--- src/vctp_pkg.sv ---
// Shared types and constants of the Vorbis comment tag parser.
package vctp_pkg;

  localparam int BufBytes = 4096;
  localparam int AddrW    = 12;
  localparam int SpaceW   = 13;
  localparam int QDepth   = 4;
  localparam int QPtrW    = $clog2(QDepth);

  localparam logic [1:0] RegBufCap   = 2'd0;
  localparam logic [1:0] RegGuardEn  = 2'd1;
  localparam logic [1:0] RegGuardLen = 2'd2;

  localparam logic [2:0] TagGenre  = 3'd0;
  localparam logic [2:0] TagTitle  = 3'd1;
  localparam logic [2:0] TagArtist = 3'd2;
  localparam logic [2:0] TagAlbum  = 3'd3;
  localparam logic [2:0] TagDate   = 3'd4;

  typedef enum logic [2:0] {
    PhVlen,
    PhVskip,
    PhCount,
    PhClen,
    PhBody,
    PhHalt
  } phase_e;

  typedef enum logic [2:0] {
    KindWrite = 3'd0,
    KindTag   = 3'd1,
    KindSpace = 3'd2,
    KindError = 3'd3,
    KindDone  = 3'd4
  } kind_e;

  typedef struct packed {
    logic [SpaceW-1:0] cap_sat;
    logic              guard_en;
    logic [31:0]       guard_len;
  } cfg_t;

  typedef struct packed {
    kind_e             kind;
    logic [AddrW-1:0]  addr;
    logic [7:0]        data;
    logic [2:0]        tag;
    logic [AddrW-1:0]  voff;
    logic [SpaceW-1:0] vlen;
  } record_t;

  typedef struct packed {
    logic [1:0]       count;
    record_t [2:0]    rec;
  } bundle_t;

endpackage

--- src/vctp_if.sv ---
// Handshake interfaces for the header byte stream and the result records.
interface vctp_byte_if;
  logic       valid;
  logic       ready;
  logic [7:0] byte_value;
  logic       start_req;

  modport source (output valid, byte_value, start_req, input ready);
  modport sink (input valid, byte_value, start_req, output ready);
endinterface

interface vctp_rec_if;
  logic                         valid;
  logic                         ready;
  logic [2:0]                   record_kind;
  logic [vctp_pkg::AddrW-1:0]   buffer_address;
  logic [7:0]                   data_byte;
  logic [2:0]                   tag_id;
  logic [vctp_pkg::AddrW-1:0]   value_offset;
  logic [vctp_pkg::SpaceW-1:0]  value_length;
  logic                         last;

  modport source (output valid, record_kind, buffer_address, data_byte, tag_id,
                  value_offset, value_length, last, input ready);
  modport sink (input valid, record_kind, buffer_address, data_byte, tag_id,
                value_offset, value_length, last, output ready);
endinterface

--- src/vctp_front.sv ---
// Front end: accepts header bytes, runs the parse state and builds result bundles.
module vctp_front (
  input  logic              clk_i,
  input  logic              rst_ni,
  vctp_byte_if.sink         byte_in_i,
  input  vctp_pkg::cfg_t    cfg_i,
  input  logic              q_full_i,
  output logic              push_o,
  output vctp_pkg::bundle_t bundle_o
);
  import vctp_pkg::*;

  phase_e                 phase_q, phase_d, ph_e;
  logic [1:0]             idx_q, idx_d, idx_e;
  logic [31:0]            len_q, len_d, len_e;
  logic [31:0]            cnt_q, cnt_d, cnt_e;
  logic [31:0]            body_q, body_d, body_e;
  logic [5:0][7:0]        prefix_q, prefix_d, prefix_e;
  logic [2:0]             pos_q, pos_d, pos_e;
  logic [SpaceW-1:0]      space_q, space_d, space_e;
  logic [AddrW-1:0]       wptr_q, wptr_d, wptr_e;
  logic [AddrW-1:0]       cstart_q, cstart_d, cstart_e;
  logic                   storing_q, storing_d, storing_e;

  logic                   acc, start;
  logic [31:0]            len_word;
  logic                   len_done, body_last, guard_hit, fits, last_comment;
  logic [7:0]             lc [6];
  logic                   hit;
  logic [2:0]             hit_tag, hit_skip;
  logic                   closing;
  logic                   wr_v, fin_v, tail_v;
  record_t                wr_rec, fin_rec, tail_rec;
  logic [1:0]             n_slot;

  assign byte_in_i.ready = !q_full_i;
  assign acc   = byte_in_i.valid && byte_in_i.ready;
  assign start = byte_in_i.start_req;

  // A start request makes this byte see the state of a fresh header.
  assign ph_e      = start ? PhVlen : phase_q;
  assign idx_e     = start ? '0 : idx_q;
  assign len_e     = start ? '0 : len_q;
  assign cnt_e     = start ? '0 : cnt_q;
  assign body_e    = start ? '0 : body_q;
  assign prefix_e  = start ? '0 : prefix_q;
  assign pos_e     = start ? '0 : pos_q;
  assign space_e   = start ? cfg_i.cap_sat : space_q;
  assign wptr_e    = start ? '0 : wptr_q;
  assign cstart_e  = start ? '0 : cstart_q;
  assign storing_e = start ? 1'b0 : storing_q;

  assign len_word     = len_e | (32'(byte_in_i.byte_value) << {idx_e, 3'b000});
  assign len_done     = idx_e == 2'd3;
  assign body_last    = body_e == 32'd1;
  assign guard_hit    = cfg_i.guard_en && (len_word > cfg_i.guard_len);
  assign fits         = len_word <= 32'(space_e);
  assign last_comment = cnt_e == 32'd1;

  always_comb begin
    for (int i = 0; i < 6; i++) begin
      lc[i] = (prefix_e[i] >= "A" && prefix_e[i] <= "Z") ? prefix_e[i] + 8'h20
                                                           : prefix_e[i];
    end
  end

  // Key match; a key counts only when the comment is longer than key plus separator.
  always_comb begin
    hit      = 1'b1;
    hit_tag  = TagGenre;
    hit_skip = 3'd6;
    if (len_e > 32'd6 && lc[0] == "g" && lc[1] == "e" && lc[2] == "n" &&
        lc[3] == "r" && lc[4] == "e") begin
      hit_tag  = TagGenre;
      hit_skip = 3'd6;
    end else if (len_e > 32'd6 && lc[0] == "t" && lc[1] == "i" && lc[2] == "t" &&
                 lc[3] == "l" && lc[4] == "e") begin
      hit_tag  = TagTitle;
      hit_skip = 3'd6;
    end else if (len_e > 32'd7 && lc[0] == "a" && lc[1] == "r" && lc[2] == "t" &&
                 lc[3] == "i" && lc[4] == "s" && lc[5] == "t") begin
      hit_tag  = TagArtist;
      hit_skip = 3'd7;
    end else if (len_e > 32'd6 && lc[0] == "a" && lc[1] == "l" && lc[2] == "b" &&
                 lc[3] == "u" && lc[4] == "m") begin
      hit_tag  = TagAlbum;
      hit_skip = 3'd6;
    end else if (len_e > 32'd5 && lc[0] == "d" && lc[1] == "a" && lc[2] == "t" &&
                 lc[3] == "e") begin
      hit_tag  = TagDate;
      hit_skip = 3'd5;
    end else begin
      hit = 1'b0;
    end
  end

  // Next phase.
  always_comb begin
    phase_d = ph_e;
    unique case (ph_e)
      PhVlen: begin
        if (len_done) phase_d = (len_word == 32'd0) ? PhCount : PhVskip;
      end
      PhVskip: begin
        if (body_last) phase_d = PhCount;
      end
      PhCount: begin
        if (len_done) phase_d = (len_word == 32'd0) ? PhHalt : PhClen;
      end
      PhClen: begin
        if (len_done) begin
          if (guard_hit) phase_d = PhHalt;
          else if (len_word != 32'd0) phase_d = PhBody;
          else phase_d = last_comment ? PhHalt : PhClen;
        end
      end
      PhBody: begin
        if (body_last) phase_d = last_comment ? PhHalt : PhClen;
      end
      PhHalt: phase_d = PhHalt;
      default: phase_d = PhHalt;
    endcase
  end

  // Datapath updates and the records this byte causes.
  always_comb begin
    idx_d     = idx_e;
    len_d     = len_e;
    cnt_d     = cnt_e;
    body_d    = body_e;
    prefix_d  = prefix_e;
    pos_d     = pos_e;
    space_d   = space_e;
    wptr_d    = wptr_e;
    cstart_d  = cstart_e;
    storing_d = storing_e;
    closing   = 1'b0;
    wr_v      = 1'b0;
    fin_v     = 1'b0;
    tail_v    = 1'b0;
    wr_rec    = '0;
    fin_rec   = '0;
    tail_rec  = '0;

    unique case (ph_e)
      PhVlen, PhCount, PhClen: begin
        if (!len_done) begin
          idx_d = idx_e + 2'd1;
          len_d = len_word;
        end else begin
          idx_d = '0;
          len_d = '0;
          if (ph_e == PhVlen) begin
            if (len_word != 32'd0) body_d = len_word;
          end else if (ph_e == PhCount) begin
            cnt_d = len_word;
            if (len_word == 32'd0) begin
              tail_v        = 1'b1;
              tail_rec.kind = KindDone;
            end
          end else if (guard_hit) begin
            tail_v        = 1'b1;
            tail_rec.kind = KindError;
          end else begin
            len_d     = len_word;
            body_d    = len_word;
            prefix_d  = '0;
            pos_d     = '0;
            cstart_d  = wptr_e;
            storing_d = fits;
            if (fits) space_d = space_e - len_word[SpaceW-1:0];
            if (len_word == 32'd0) begin
              // An empty comment never matches: its zero bytes go back at once.
              closing      = 1'b1;
              fin_v        = 1'b1;
              fin_rec.kind = KindSpace;
              fin_rec.addr = wptr_e;
            end
          end
        end
      end
      PhVskip: begin
        body_d = body_e - 32'd1;
      end
      PhBody: begin
        body_d = body_e - 32'd1;
        if (storing_e) begin
          wr_v        = 1'b1;
          wr_rec.kind = KindWrite;
          wr_rec.addr = wptr_e;
          wr_rec.data = byte_in_i.byte_value;
          wptr_d      = wptr_e + AddrW'(1);
          if (pos_e < 3'd6) begin
            prefix_d[pos_e] = byte_in_i.byte_value;
            pos_d           = pos_e + 3'd1;
          end
        end
        if (body_last) begin
          closing = 1'b1;
          if (storing_e) begin
            fin_v        = 1'b1;
            fin_rec.addr = cstart_e;
            if (hit) begin
              fin_rec.kind = KindTag;
              fin_rec.tag  = hit_tag;
              fin_rec.voff = cstart_e + AddrW'(hit_skip);
              fin_rec.vlen = len_e[SpaceW-1:0] - SpaceW'(hit_skip);
            end else begin
              fin_rec.kind = KindSpace;
              fin_rec.vlen = len_e[SpaceW-1:0];
              space_d      = space_e + len_e[SpaceW-1:0];
              wptr_d       = cstart_e;
            end
          end
        end
      end
      PhHalt: ;
      default: ;
    endcase

    if (closing) begin
      storing_d = 1'b0;
      len_d     = '0;
      cnt_d     = cnt_e - 32'd1;
      if (last_comment) begin
        tail_v        = 1'b1;
        tail_rec.kind = KindDone;
      end
    end
  end

  // Pack the records in order: buffer write, comment close, header end.
  always_comb begin
    bundle_o = '0;
    n_slot   = '0;
    if (wr_v) begin
      bundle_o.rec[n_slot] = wr_rec;
      n_slot               = n_slot + 2'd1;
    end
    if (fin_v) begin
      bundle_o.rec[n_slot] = fin_rec;
      n_slot               = n_slot + 2'd1;
    end
    if (tail_v) begin
      bundle_o.rec[n_slot] = tail_rec;
      n_slot               = n_slot + 2'd1;
    end
    bundle_o.count = n_slot;
  end

  assign push_o = acc && (bundle_o.count != 2'd0);

  always_ff @(posedge clk_i or negedge rst_ni) begin
    if (!rst_ni) begin
      phase_q   <= PhVlen;
      idx_q     <= '0;
      len_q     <= '0;
      cnt_q     <= '0;
      body_q    <= '0;
      prefix_q  <= '0;
      pos_q     <= '0;
      space_q   <= SpaceW'(BufBytes);
      wptr_q    <= '0;
      cstart_q  <= '0;
      storing_q <= 1'b0;
    end else if (acc) begin
      phase_q   <= phase_d;
      idx_q     <= idx_d;
      len_q     <= len_d;
      cnt_q     <= cnt_d;
      body_q    <= body_d;
      prefix_q  <= prefix_d;
      pos_q     <= pos_d;
      space_q   <= space_d;
      wptr_q    <= wptr_d;
      cstart_q  <= cstart_d;
      storing_q <= storing_d;
    end
  end

endmodule

--- src/vctp_queue.sv ---
// Short queue of result bundles between the front end and the back end.
module vctp_queue (
  input  logic              clk_i,
  input  logic              rst_ni,
  input  logic              push_i,
  input  vctp_pkg::bundle_t bundle_i,
  output logic              full_o,
  input  logic              pop_i,
  output logic              empty_o,
  output vctp_pkg::bundle_t head_o
);
  import vctp_pkg::*;

  bundle_t          mem_q [QDepth];
  logic [QPtrW-1:0] wr_q, wr_d, rd_q, rd_d;
  logic [QPtrW:0]   cnt_q, cnt_d;

  assign full_o  = cnt_q == (QPtrW + 1)'(QDepth);
  assign empty_o = cnt_q == '0;
  assign head_o  = mem_q[rd_q];

  assign wr_d  = push_i ? wr_q + QPtrW'(1) : wr_q;
  assign rd_d  = pop_i ? rd_q + QPtrW'(1) : rd_q;
  assign cnt_d = cnt_q + (QPtrW + 1)'(push_i) - (QPtrW + 1)'(pop_i);

  always_ff @(posedge clk_i) begin
    if (push_i) mem_q[wr_q] <= bundle_i;
  end

  always_ff @(posedge clk_i or negedge rst_ni) begin
    if (!rst_ni) begin
      wr_q  <= '0;
      rd_q  <= '0;
      cnt_q <= '0;
    end else begin
      wr_q  <= wr_d;
      rd_q  <= rd_d;
      cnt_q <= cnt_d;
    end
  end

endmodule

--- src/vctp_back.sv ---
// Back end: sends the records of the head bundle one transaction at a time.
module vctp_back (
  input  logic              clk_i,
  input  logic              rst_ni,
  input  logic              empty_i,
  input  vctp_pkg::bundle_t head_i,
  output logic              pop_o,
  vctp_rec_if.source        rec_out_o
);
  import vctp_pkg::*;

  logic [1:0] sub_q, sub_d;
  record_t    cur;
  logic       is_last, fire;

  assign cur     = head_i.rec[sub_q];
  assign is_last = sub_q == (head_i.count - 2'd1);

  assign rec_out_o.valid          = !empty_i;
  assign rec_out_o.record_kind    = cur.kind;
  assign rec_out_o.buffer_address = cur.addr;
  assign rec_out_o.data_byte      = cur.data;
  assign rec_out_o.tag_id         = cur.tag;
  assign rec_out_o.value_offset   = cur.voff;
  assign rec_out_o.value_length   = cur.vlen;
  assign rec_out_o.last           = is_last;

  assign fire  = rec_out_o.valid && rec_out_o.ready;
  assign pop_o = fire && is_last;
  assign sub_d = fire ? (is_last ? 2'd0 : sub_q + 2'd1) : sub_q;

  always_ff @(posedge clk_i or negedge rst_ni) begin
    if (!rst_ni) begin
      sub_q <= '0;
    end else begin
      sub_q <= sub_d;
    end
  end

endmodule

--- src/vorbis_comment_tag_parser.sv ---
// Top level of the Vorbis comment tag parser: register port, front end, queue, back end.
//
//   Channel     Direction  Payload                                        Handshake
//   byte_in_i   in         byte_value, start_req                          valid/ready
//   rec_out_o   out        record_kind, buffer_address, data_byte,        valid/ready
//                          tag_id, value_offset, value_length, last
//   APB         in/out     buffer_capacity, guard_enable, guard_length    psel/penable
//
// The front end takes header bytes back to back while the bundle queue is not full.
// A byte makes zero to three result records; the output sends one record per cycle
// while output ready is high, so one byte can hold the output for up to three records.
// A four-entry bundle queue sits between the two sides; input ready drops only while
// it is full, and it never depends combinationally on output ready.
// Reset is asynchronous and active low; it restores the register defaults and leaves
// the parser waiting for a vendor length with the full 4096-byte buffer free.
module vorbis_comment_tag_parser (
  input  logic        clk_i,
  input  logic        rst_ni,
  vctp_byte_if.sink   byte_in_i,
  vctp_rec_if.source  rec_out_o,
  input  logic        psel,
  input  logic        penable,
  input  logic        pwrite,
  input  logic [3:0]  paddr,
  input  logic [31:0] pwdata,
  output logic [31:0] prdata,
  output logic        pready
);
  import vctp_pkg::*;

  logic [SpaceW-1:0] cap_q;
  logic              guard_en_q;
  logic [31:0]       guard_len_q;
  logic              cfg_wr;
  cfg_t              cfg;
  logic              q_full, q_empty, push, pop;
  bundle_t           push_bundle, head;

  // Register port: every transaction completes in its access cycle.
  assign pready = 1'b1;
  assign cfg_wr = psel && penable && pwrite;

  always_ff @(posedge clk_i or negedge rst_ni) begin
    if (!rst_ni) begin
      cap_q       <= SpaceW'(BufBytes);
      guard_en_q  <= 1'b0;
      guard_len_q <= '1;
    end else if (cfg_wr) begin
      case (paddr[3:2])
        RegBufCap:   cap_q       <= pwdata[SpaceW-1:0];
        RegGuardEn:  guard_en_q  <= pwdata[0];
        RegGuardLen: guard_len_q <= pwdata;
        default: ;
      endcase
    end
  end

  always_comb begin
    case (paddr[3:2])
      RegBufCap:   prdata = 32'(cap_q);
      RegGuardEn:  prdata = 32'(guard_en_q);
      RegGuardLen: prdata = guard_len_q;
      default:     prdata = '0;
    endcase
  end

  // The buffer capacity is clipped to the physical buffer size; the front end
  // loads it into its free-space count at every start request.
  assign cfg.cap_sat   = (cap_q > SpaceW'(BufBytes)) ? SpaceW'(BufBytes) : cap_q;
  assign cfg.guard_en  = guard_en_q;
  assign cfg.guard_len = guard_len_q;

  vctp_front u_front (
    .clk_i     (clk_i),
    .rst_ni    (rst_ni),
    .byte_in_i (byte_in_i),
    .cfg_i     (cfg),
    .q_full_i  (q_full),
    .push_o    (push),
    .bundle_o  (push_bundle)
  );

  vctp_queue u_queue (
    .clk_i    (clk_i),
    .rst_ni   (rst_ni),
    .push_i   (push),
    .bundle_i (push_bundle),
    .full_o   (q_full),
    .pop_i    (pop),
    .empty_o  (q_empty),
    .head_o   (head)
  );

  vctp_back u_back (
    .clk_i     (clk_i),
    .rst_ni    (rst_ni),
    .empty_i   (q_empty),
    .head_i    (head),
    .pop_o     (pop),
    .rec_out_o (rec_out_o)
  );

endmodule

--- src/flat_wrapper.sv ---
// flat-port wrapper written by rule: the top's interface ports become plain ports
module vorbis_comment_tag_parser_flat import vctp_pkg::*;
  (clk_i, rst_ni, psel, penable, pwrite, paddr, pwdata, prdata, pready, byte_in_i_valid, byte_in_i_byte_value, byte_in_i_start_req, byte_in_i_ready, rec_out_o_valid, rec_out_o_record_kind, rec_out_o_buffer_address, rec_out_o_data_byte, rec_out_o_tag_id, rec_out_o_value_offset, rec_out_o_value_length, rec_out_o_last, rec_out_o_ready);
  vctp_byte_if byte_in_i_i ();
  vctp_rec_if rec_out_o_i ();
  input  logic clk_i;
  input  logic rst_ni;
  input  logic psel;
  input  logic penable;
  input  logic pwrite;
  input  logic [3:0] paddr;
  input  logic [31:0] pwdata;
  output logic [31:0] prdata;
  output logic pready;
  input wire logic [$bits(byte_in_i_i.valid)-1:0] byte_in_i_valid;
  input wire logic [$bits(byte_in_i_i.byte_value)-1:0] byte_in_i_byte_value;
  input wire logic [$bits(byte_in_i_i.start_req)-1:0] byte_in_i_start_req;
  output wire logic [$bits(byte_in_i_i.ready)-1:0] byte_in_i_ready;
  output wire logic [$bits(rec_out_o_i.valid)-1:0] rec_out_o_valid;
  output wire logic [$bits(rec_out_o_i.record_kind)-1:0] rec_out_o_record_kind;
  output wire logic [$bits(rec_out_o_i.buffer_address)-1:0] rec_out_o_buffer_address;
  output wire logic [$bits(rec_out_o_i.data_byte)-1:0] rec_out_o_data_byte;
  output wire logic [$bits(rec_out_o_i.tag_id)-1:0] rec_out_o_tag_id;
  output wire logic [$bits(rec_out_o_i.value_offset)-1:0] rec_out_o_value_offset;
  output wire logic [$bits(rec_out_o_i.value_length)-1:0] rec_out_o_value_length;
  output wire logic [$bits(rec_out_o_i.last)-1:0] rec_out_o_last;
  input wire logic [$bits(rec_out_o_i.ready)-1:0] rec_out_o_ready;
  assign byte_in_i_i.valid = byte_in_i_valid;
  assign byte_in_i_i.byte_value = byte_in_i_byte_value;
  assign byte_in_i_i.start_req = byte_in_i_start_req;
  assign byte_in_i_ready = byte_in_i_i.ready;
  assign rec_out_o_valid = rec_out_o_i.valid;
  assign rec_out_o_record_kind = rec_out_o_i.record_kind;
  assign rec_out_o_buffer_address = rec_out_o_i.buffer_address;
  assign rec_out_o_data_byte = rec_out_o_i.data_byte;
  assign rec_out_o_tag_id = rec_out_o_i.tag_id;
  assign rec_out_o_value_offset = rec_out_o_i.value_offset;
  assign rec_out_o_value_length = rec_out_o_i.value_length;
  assign rec_out_o_last = rec_out_o_i.last;
  assign rec_out_o_i.ready = rec_out_o_ready;
  vorbis_comment_tag_parser u_core (.clk_i(clk_i), .rst_ni(rst_ni), .byte_in_i(byte_in_i_i), .rec_out_o(rec_out_o_i), .psel(psel), .penable(penable), .pwrite(pwrite), .paddr(paddr), .pwdata(pwdata), .prdata(prdata), .pready(pready));
endmodule
--- config.mk ---
export PLATFORM = sky130hd
export DESIGN_NAME = vorbis_comment_tag_parser_flat
export DESIGN_NICKNAME = d
export VERILOG_FILES = /design/src/vctp_pkg.sv /design/src/vctp_if.sv /design/src/vctp_front.sv /design/src/vctp_queue.sv /design/src/vctp_back.sv /design/src/vorbis_comment_tag_parser.sv /design/src/flat_wrapper.sv
export SDC_FILE = /design/constraint.sdc
export NUM_CORES = 2
export LEC_CHECK = 0
export CAP_MARGIN = 20
export CORE_MARGIN = 1.5
export CORE_UTILIZATION = 41
export CTS_CLUSTER_SIZE = 24
export DETAILED_ROUTE_END_ITERATION = 8
export DONT_BUFFER_PORTS = 1
export PLACE_DENSITY = 0.65
export SLEW_MARGIN = 20
export SYNTH_ARGS = -nofsm -noshare
export SYNTH_HDL_FRONTEND = slang
export SYNTH_SLANG_ARGS = --single-unit
--- constraint.sdc ---
create_clock -name clk_i -period 6.35 [get_ports clk_i]
set_input_delay 0 -clock clk_i [delete_from_list [all_inputs] [get_ports clk_i]]
set_output_delay 0 -clock clk_i [all_outputs]
set_load 0.005 [all_outputs]
==> flow_summary.toml <==
[clocking]
cts_sinks = 637
cts_root_buf = "clkbuf_16"
clk_latency_ps = 660
numCtsBuffers = 71
cts_max_path_buffers = 3
cts_setup_buffers = 0
cts_tree = "done"
clkTransAtPathRegs_ps = 60
htreeDepth = 3

[floorplanning]
initial_core_util_pct = 41.3
core-area_um2 = 81800
io_pins = 139
die_area_um2 = 84100
die_h_um = 290
rows = 105
fp.dieW_um = 290

[yosys]
synthCells = 2995
netlist_area_um2 = 33800
async_flop_share_pct = 38.5
synthXorXnorAreaFrac_pct = 1.19
synthMuxAreaShare_pct = 9.51
synth-seq-cells = 637
synthFlopType = "edfxtp_1"
yosys.area.top_type_share_pct = 34.9
synthAdderAreaFrac_pct = 3.85
ys_types = 95
synth-simple-area-share_pct = 13.7
synth_compound_area_share_pct = 15.0
yosysTopAreaCell = "edfxtp_1"
synth_top_family_by_area = "compound AO/OA/AOI/OAI gates"
synthTopCellsByArea = "edfxtp_1 35%, dfrtp_1 16%, mux4_2 6.5%"
synth_warnings = 0
avgSynthCellArea_um2 = 11.3
synth_seq_area_share_pct = 53.1
synth_edf_count = 392

[pwr]
power_leakage_uw = 0.0141
ir_drop_v = 0.000248
power_density_nw_per_um2 = 355
total_power_uw = 13900

[finish]
drive_gt1_share_pct = 12.4
layout_commonest_cell = "edfxtp_1"
layout_common_cells = "392 x edfxtp_1, 276 x nor2_1, 240 x nand2_1"
syn2layout_area_growth_pct = 16.1
nFillCells = 7260
nNetsFinal = 3336

[critical_path]
rr_worst_depth = 16
path_cells = "nor2b_1 > buf_4 > a21oi_1 > nor2_1 > ha_1 > nand4_1 > or4_1 > o31a_1 > o21a_1 > nor3_2 > buf_4 > a21oi_1 > or3_1 > o21ai_4 > a22o_1 > dlygate4sd3_1"
r2r_start = "u_core.u_front.idx_q[0]"
r2r_setup_slack_ps = 520
slowest_stage = "o21ai_4"
crit_arrival_ps = 6400
critPathLaunchType = "register"
end_kind = "register"
required_ps = 6920
cp_max_fo = 24
worstSetupPathType = "register to register"
cpPeakStageDelay_ps = 670
timing.rr.end = "u_core.u_front.len_q[27]"

[global_route]
grt_busiest_layer = "met2"
grt_overflow = 0
grt_use_met2_pct = 36.4
met1_usage_pct = 30.7
antenna_found_initial = 4
grt_pass1_wl_um = 150000
grt_max_degree = 246
grt_pass1_vias = 24920
grt_use_met3_pct = 4.08
grt_usage_pct = 22.8

[detailed_routing]
avgViaCountPerCell = 5.85
dr.pass1.iters = 5
vias = 25248
drc = 0
ant_nets = 0
wl_per_cell_um = 22.4
routed_wl_um = 96600
drt_iter0_markers = 2291

[min_path]
hp-class = "input pin to output port"
whs_path_depth = 1
min_to = "prdata[11]"
hold_start = "paddr[2]"

[placed_design]
io_buffers = 0
gp_congestion = 0.907
pre_cts_ws_ps = 784
hpwlAfterDp_um = 63200

[sta]
setup_violations = 0
finalCritPeriodShare_pct = 91.8
rsz0062_at_grt = "false"
relSlewSlack_pct = 23.7
drv_slew = 0
setup_slack_ps = 521
max_freq_mhz = 172
timing_hold_violations_final = 0
final.setup_skew_ps = 41.6
finalWorstPathRequiredPeriod_ps = 5830
worst_pin_slew_ps = 1140

[run]
drv_cap = 0

[run_status]
status = "finished clean"
-- sequential cells by signal (all words and copies together) (netlist names) --
register / count
u_core.u_front.body_q: 32
u_core.cap_q: 13
u_core.u_front.wptr_q: 12
u_core.u_front.phase_q: 3
u_core.u_front.idx_q: 2
u_core.u_front.space_q: 13
u_core.u_queue.wr_q: 2
u_core.u_front.cnt_q: 32
u_core.u_queue.mem_q: 392
u_core.u_front.len_q: 32
u_core.u_queue.rd_q: 2
u_core.u_front.cstart_q: 12
u_core.guard_len_q: 32
u_core.guard_en_q: 1
u_core.u_front.prefix_q: 48
u_core.u_back.sub_q: 2
u_core.u_front.pos_q: 3
u_core.u_queue.cnt_q: 3
u_core.u_front.storing_q: 1
-- final cells by class --
type	instances	area (um2)	share of cell area, %
repair buffers	188	1920	4.90
clock inverters	39	478	1.22
inverters	114	428	1.09
multi-input cells	2171	15100	38.6
clock buffers	93	1960	5.00
diodes	4	10.0	0.0255
flip-flops and latches	637	18000	45.8
well taps	1070	1340	3.41
-- per-layer routing --
layer | vias to the layer above | share of wire, %
met1 | 12458 | 42
met5 | - | 0.045
met3 | 223 | 6.9
met2 | 1054 | 46
met4 | 6 | 4.2
li1 | 11507 | -
-- cell usage after synthesis, types with 13 or more instances --
| library cell | n |
|---|---|
| nor2_1 | 276 |
| a211oi_1 | 21 |
| o211ai_1 | 14 |
| a21oi_1 | 158 |
| and3_1 | 14 |
| nor4_1 | 34 |
| nor3_1 | 78 |
| o31ai_1 | 19 |
| o22ai_1 | 14 |
| mux2i_1 | 78 |
| mux2_2 | 19 |
| xor2_1 | 13 |
| nor2b_1 | 89 |
| inv_1 | 114 |
| o21ai_1 | 14 |
| nand3_1 | 32 |
| o21ai_0 | 213 |
| ha_1 | 96 |
| or3_1 | 21 |
| a21o_1 | 19 |
| nand2_1 | 241 |
| dfrtp_1 | 211 |
| mux4_2 | 98 |
| clkbuf_1 | 127 |
| a31oi_1 | 40 |
| nand4_1 | 24 |
| a22o_1 | 87 |
| dfstp_2 | 34 |
| buf_2 | 24 |
| edfxtp_1 | 392 |
| xnor2_1 | 33 |
| and2_1 | 53 |
| buf_1 | 25 |
| o21a_1 | 23 |
| o221ai_1 | 13 |
| a22oi_1 | 43 |
-- kinds of logic after synthesis --
logic type | after synthesis
muxes | 196
buffers and inverters | 298
and+or+nand+nor | 945
AOI/OAI and AO/OA | 770
DFF | 637
other | 2
adders and majority gates | 101
xor gates and xnor gates | 46
-- critical path: cells and delay by family (launching register included) --
| family | cells | cell delay [ps] |
|---|---|---|
| adder cells (fa/ha/maj) | 1 | 200 |
| AND/OR/NAND/NOR | 6 | 2410 |
| buffers and inverters | 3 | 1050 |
| AO/OA/AOI/OAI | 6 | 1660 |
| flip-flops | 1 | 440 |
-- how the worst max path moves through the flow --
stage / from / end / depth (start not counted)
5_1_grt: u_core.u_front.idx_q[1] / u_core.u_front.len_q[24] / 16
3_3_place_gp: u_core.u_front.idx_q[0] / u_core.u_queue.cnt_q[2] / 23
3_5_place_dp: u_core.u_front.idx_q[0] / u_core.u_queue.cnt_q[2] / 23
2_1_floorplan: byte_in_i_start_req / u_core.u_queue.mem_q[0][0] / 25
4_1_cts: u_core.u_front.idx_q[0] / u_core.u_front.len_q[28] / 16
6_report: u_core.u_front.idx_q[0] / u_core.u_front.len_q[27] / 16
-- repair_timing --
item,in CTS,in global routing
hold buffers,113,0
resized for setup,0,0
hold endpoints to repair,551,0
-- stage by stage --
stage,instances,hold slack (ps),utilization (%),area (um2),setup TNS [ps]
after floorplan,3106,-296,-,34200,-171320
after global placement,4066,-267,43.4,35600,0
after detailed placement,4066,-268,43.4,35600,0
after CTS,4311,0.216,47.9,39200,0
after global routing,4314,38.4,47.9,39200,0
final,4316,36.1,47.9,39200,0
-- power by group --
| group | total, uW | switching, uW | internal [uW] |
|---|---|---|---|
| Combinational | 4460 | 2660 | 1790 |
| Sequential | 5260 | 505 | 4750 |
| Clock | 4210 | 1820 | 2400 |
(Power assumes the default switching activity.)
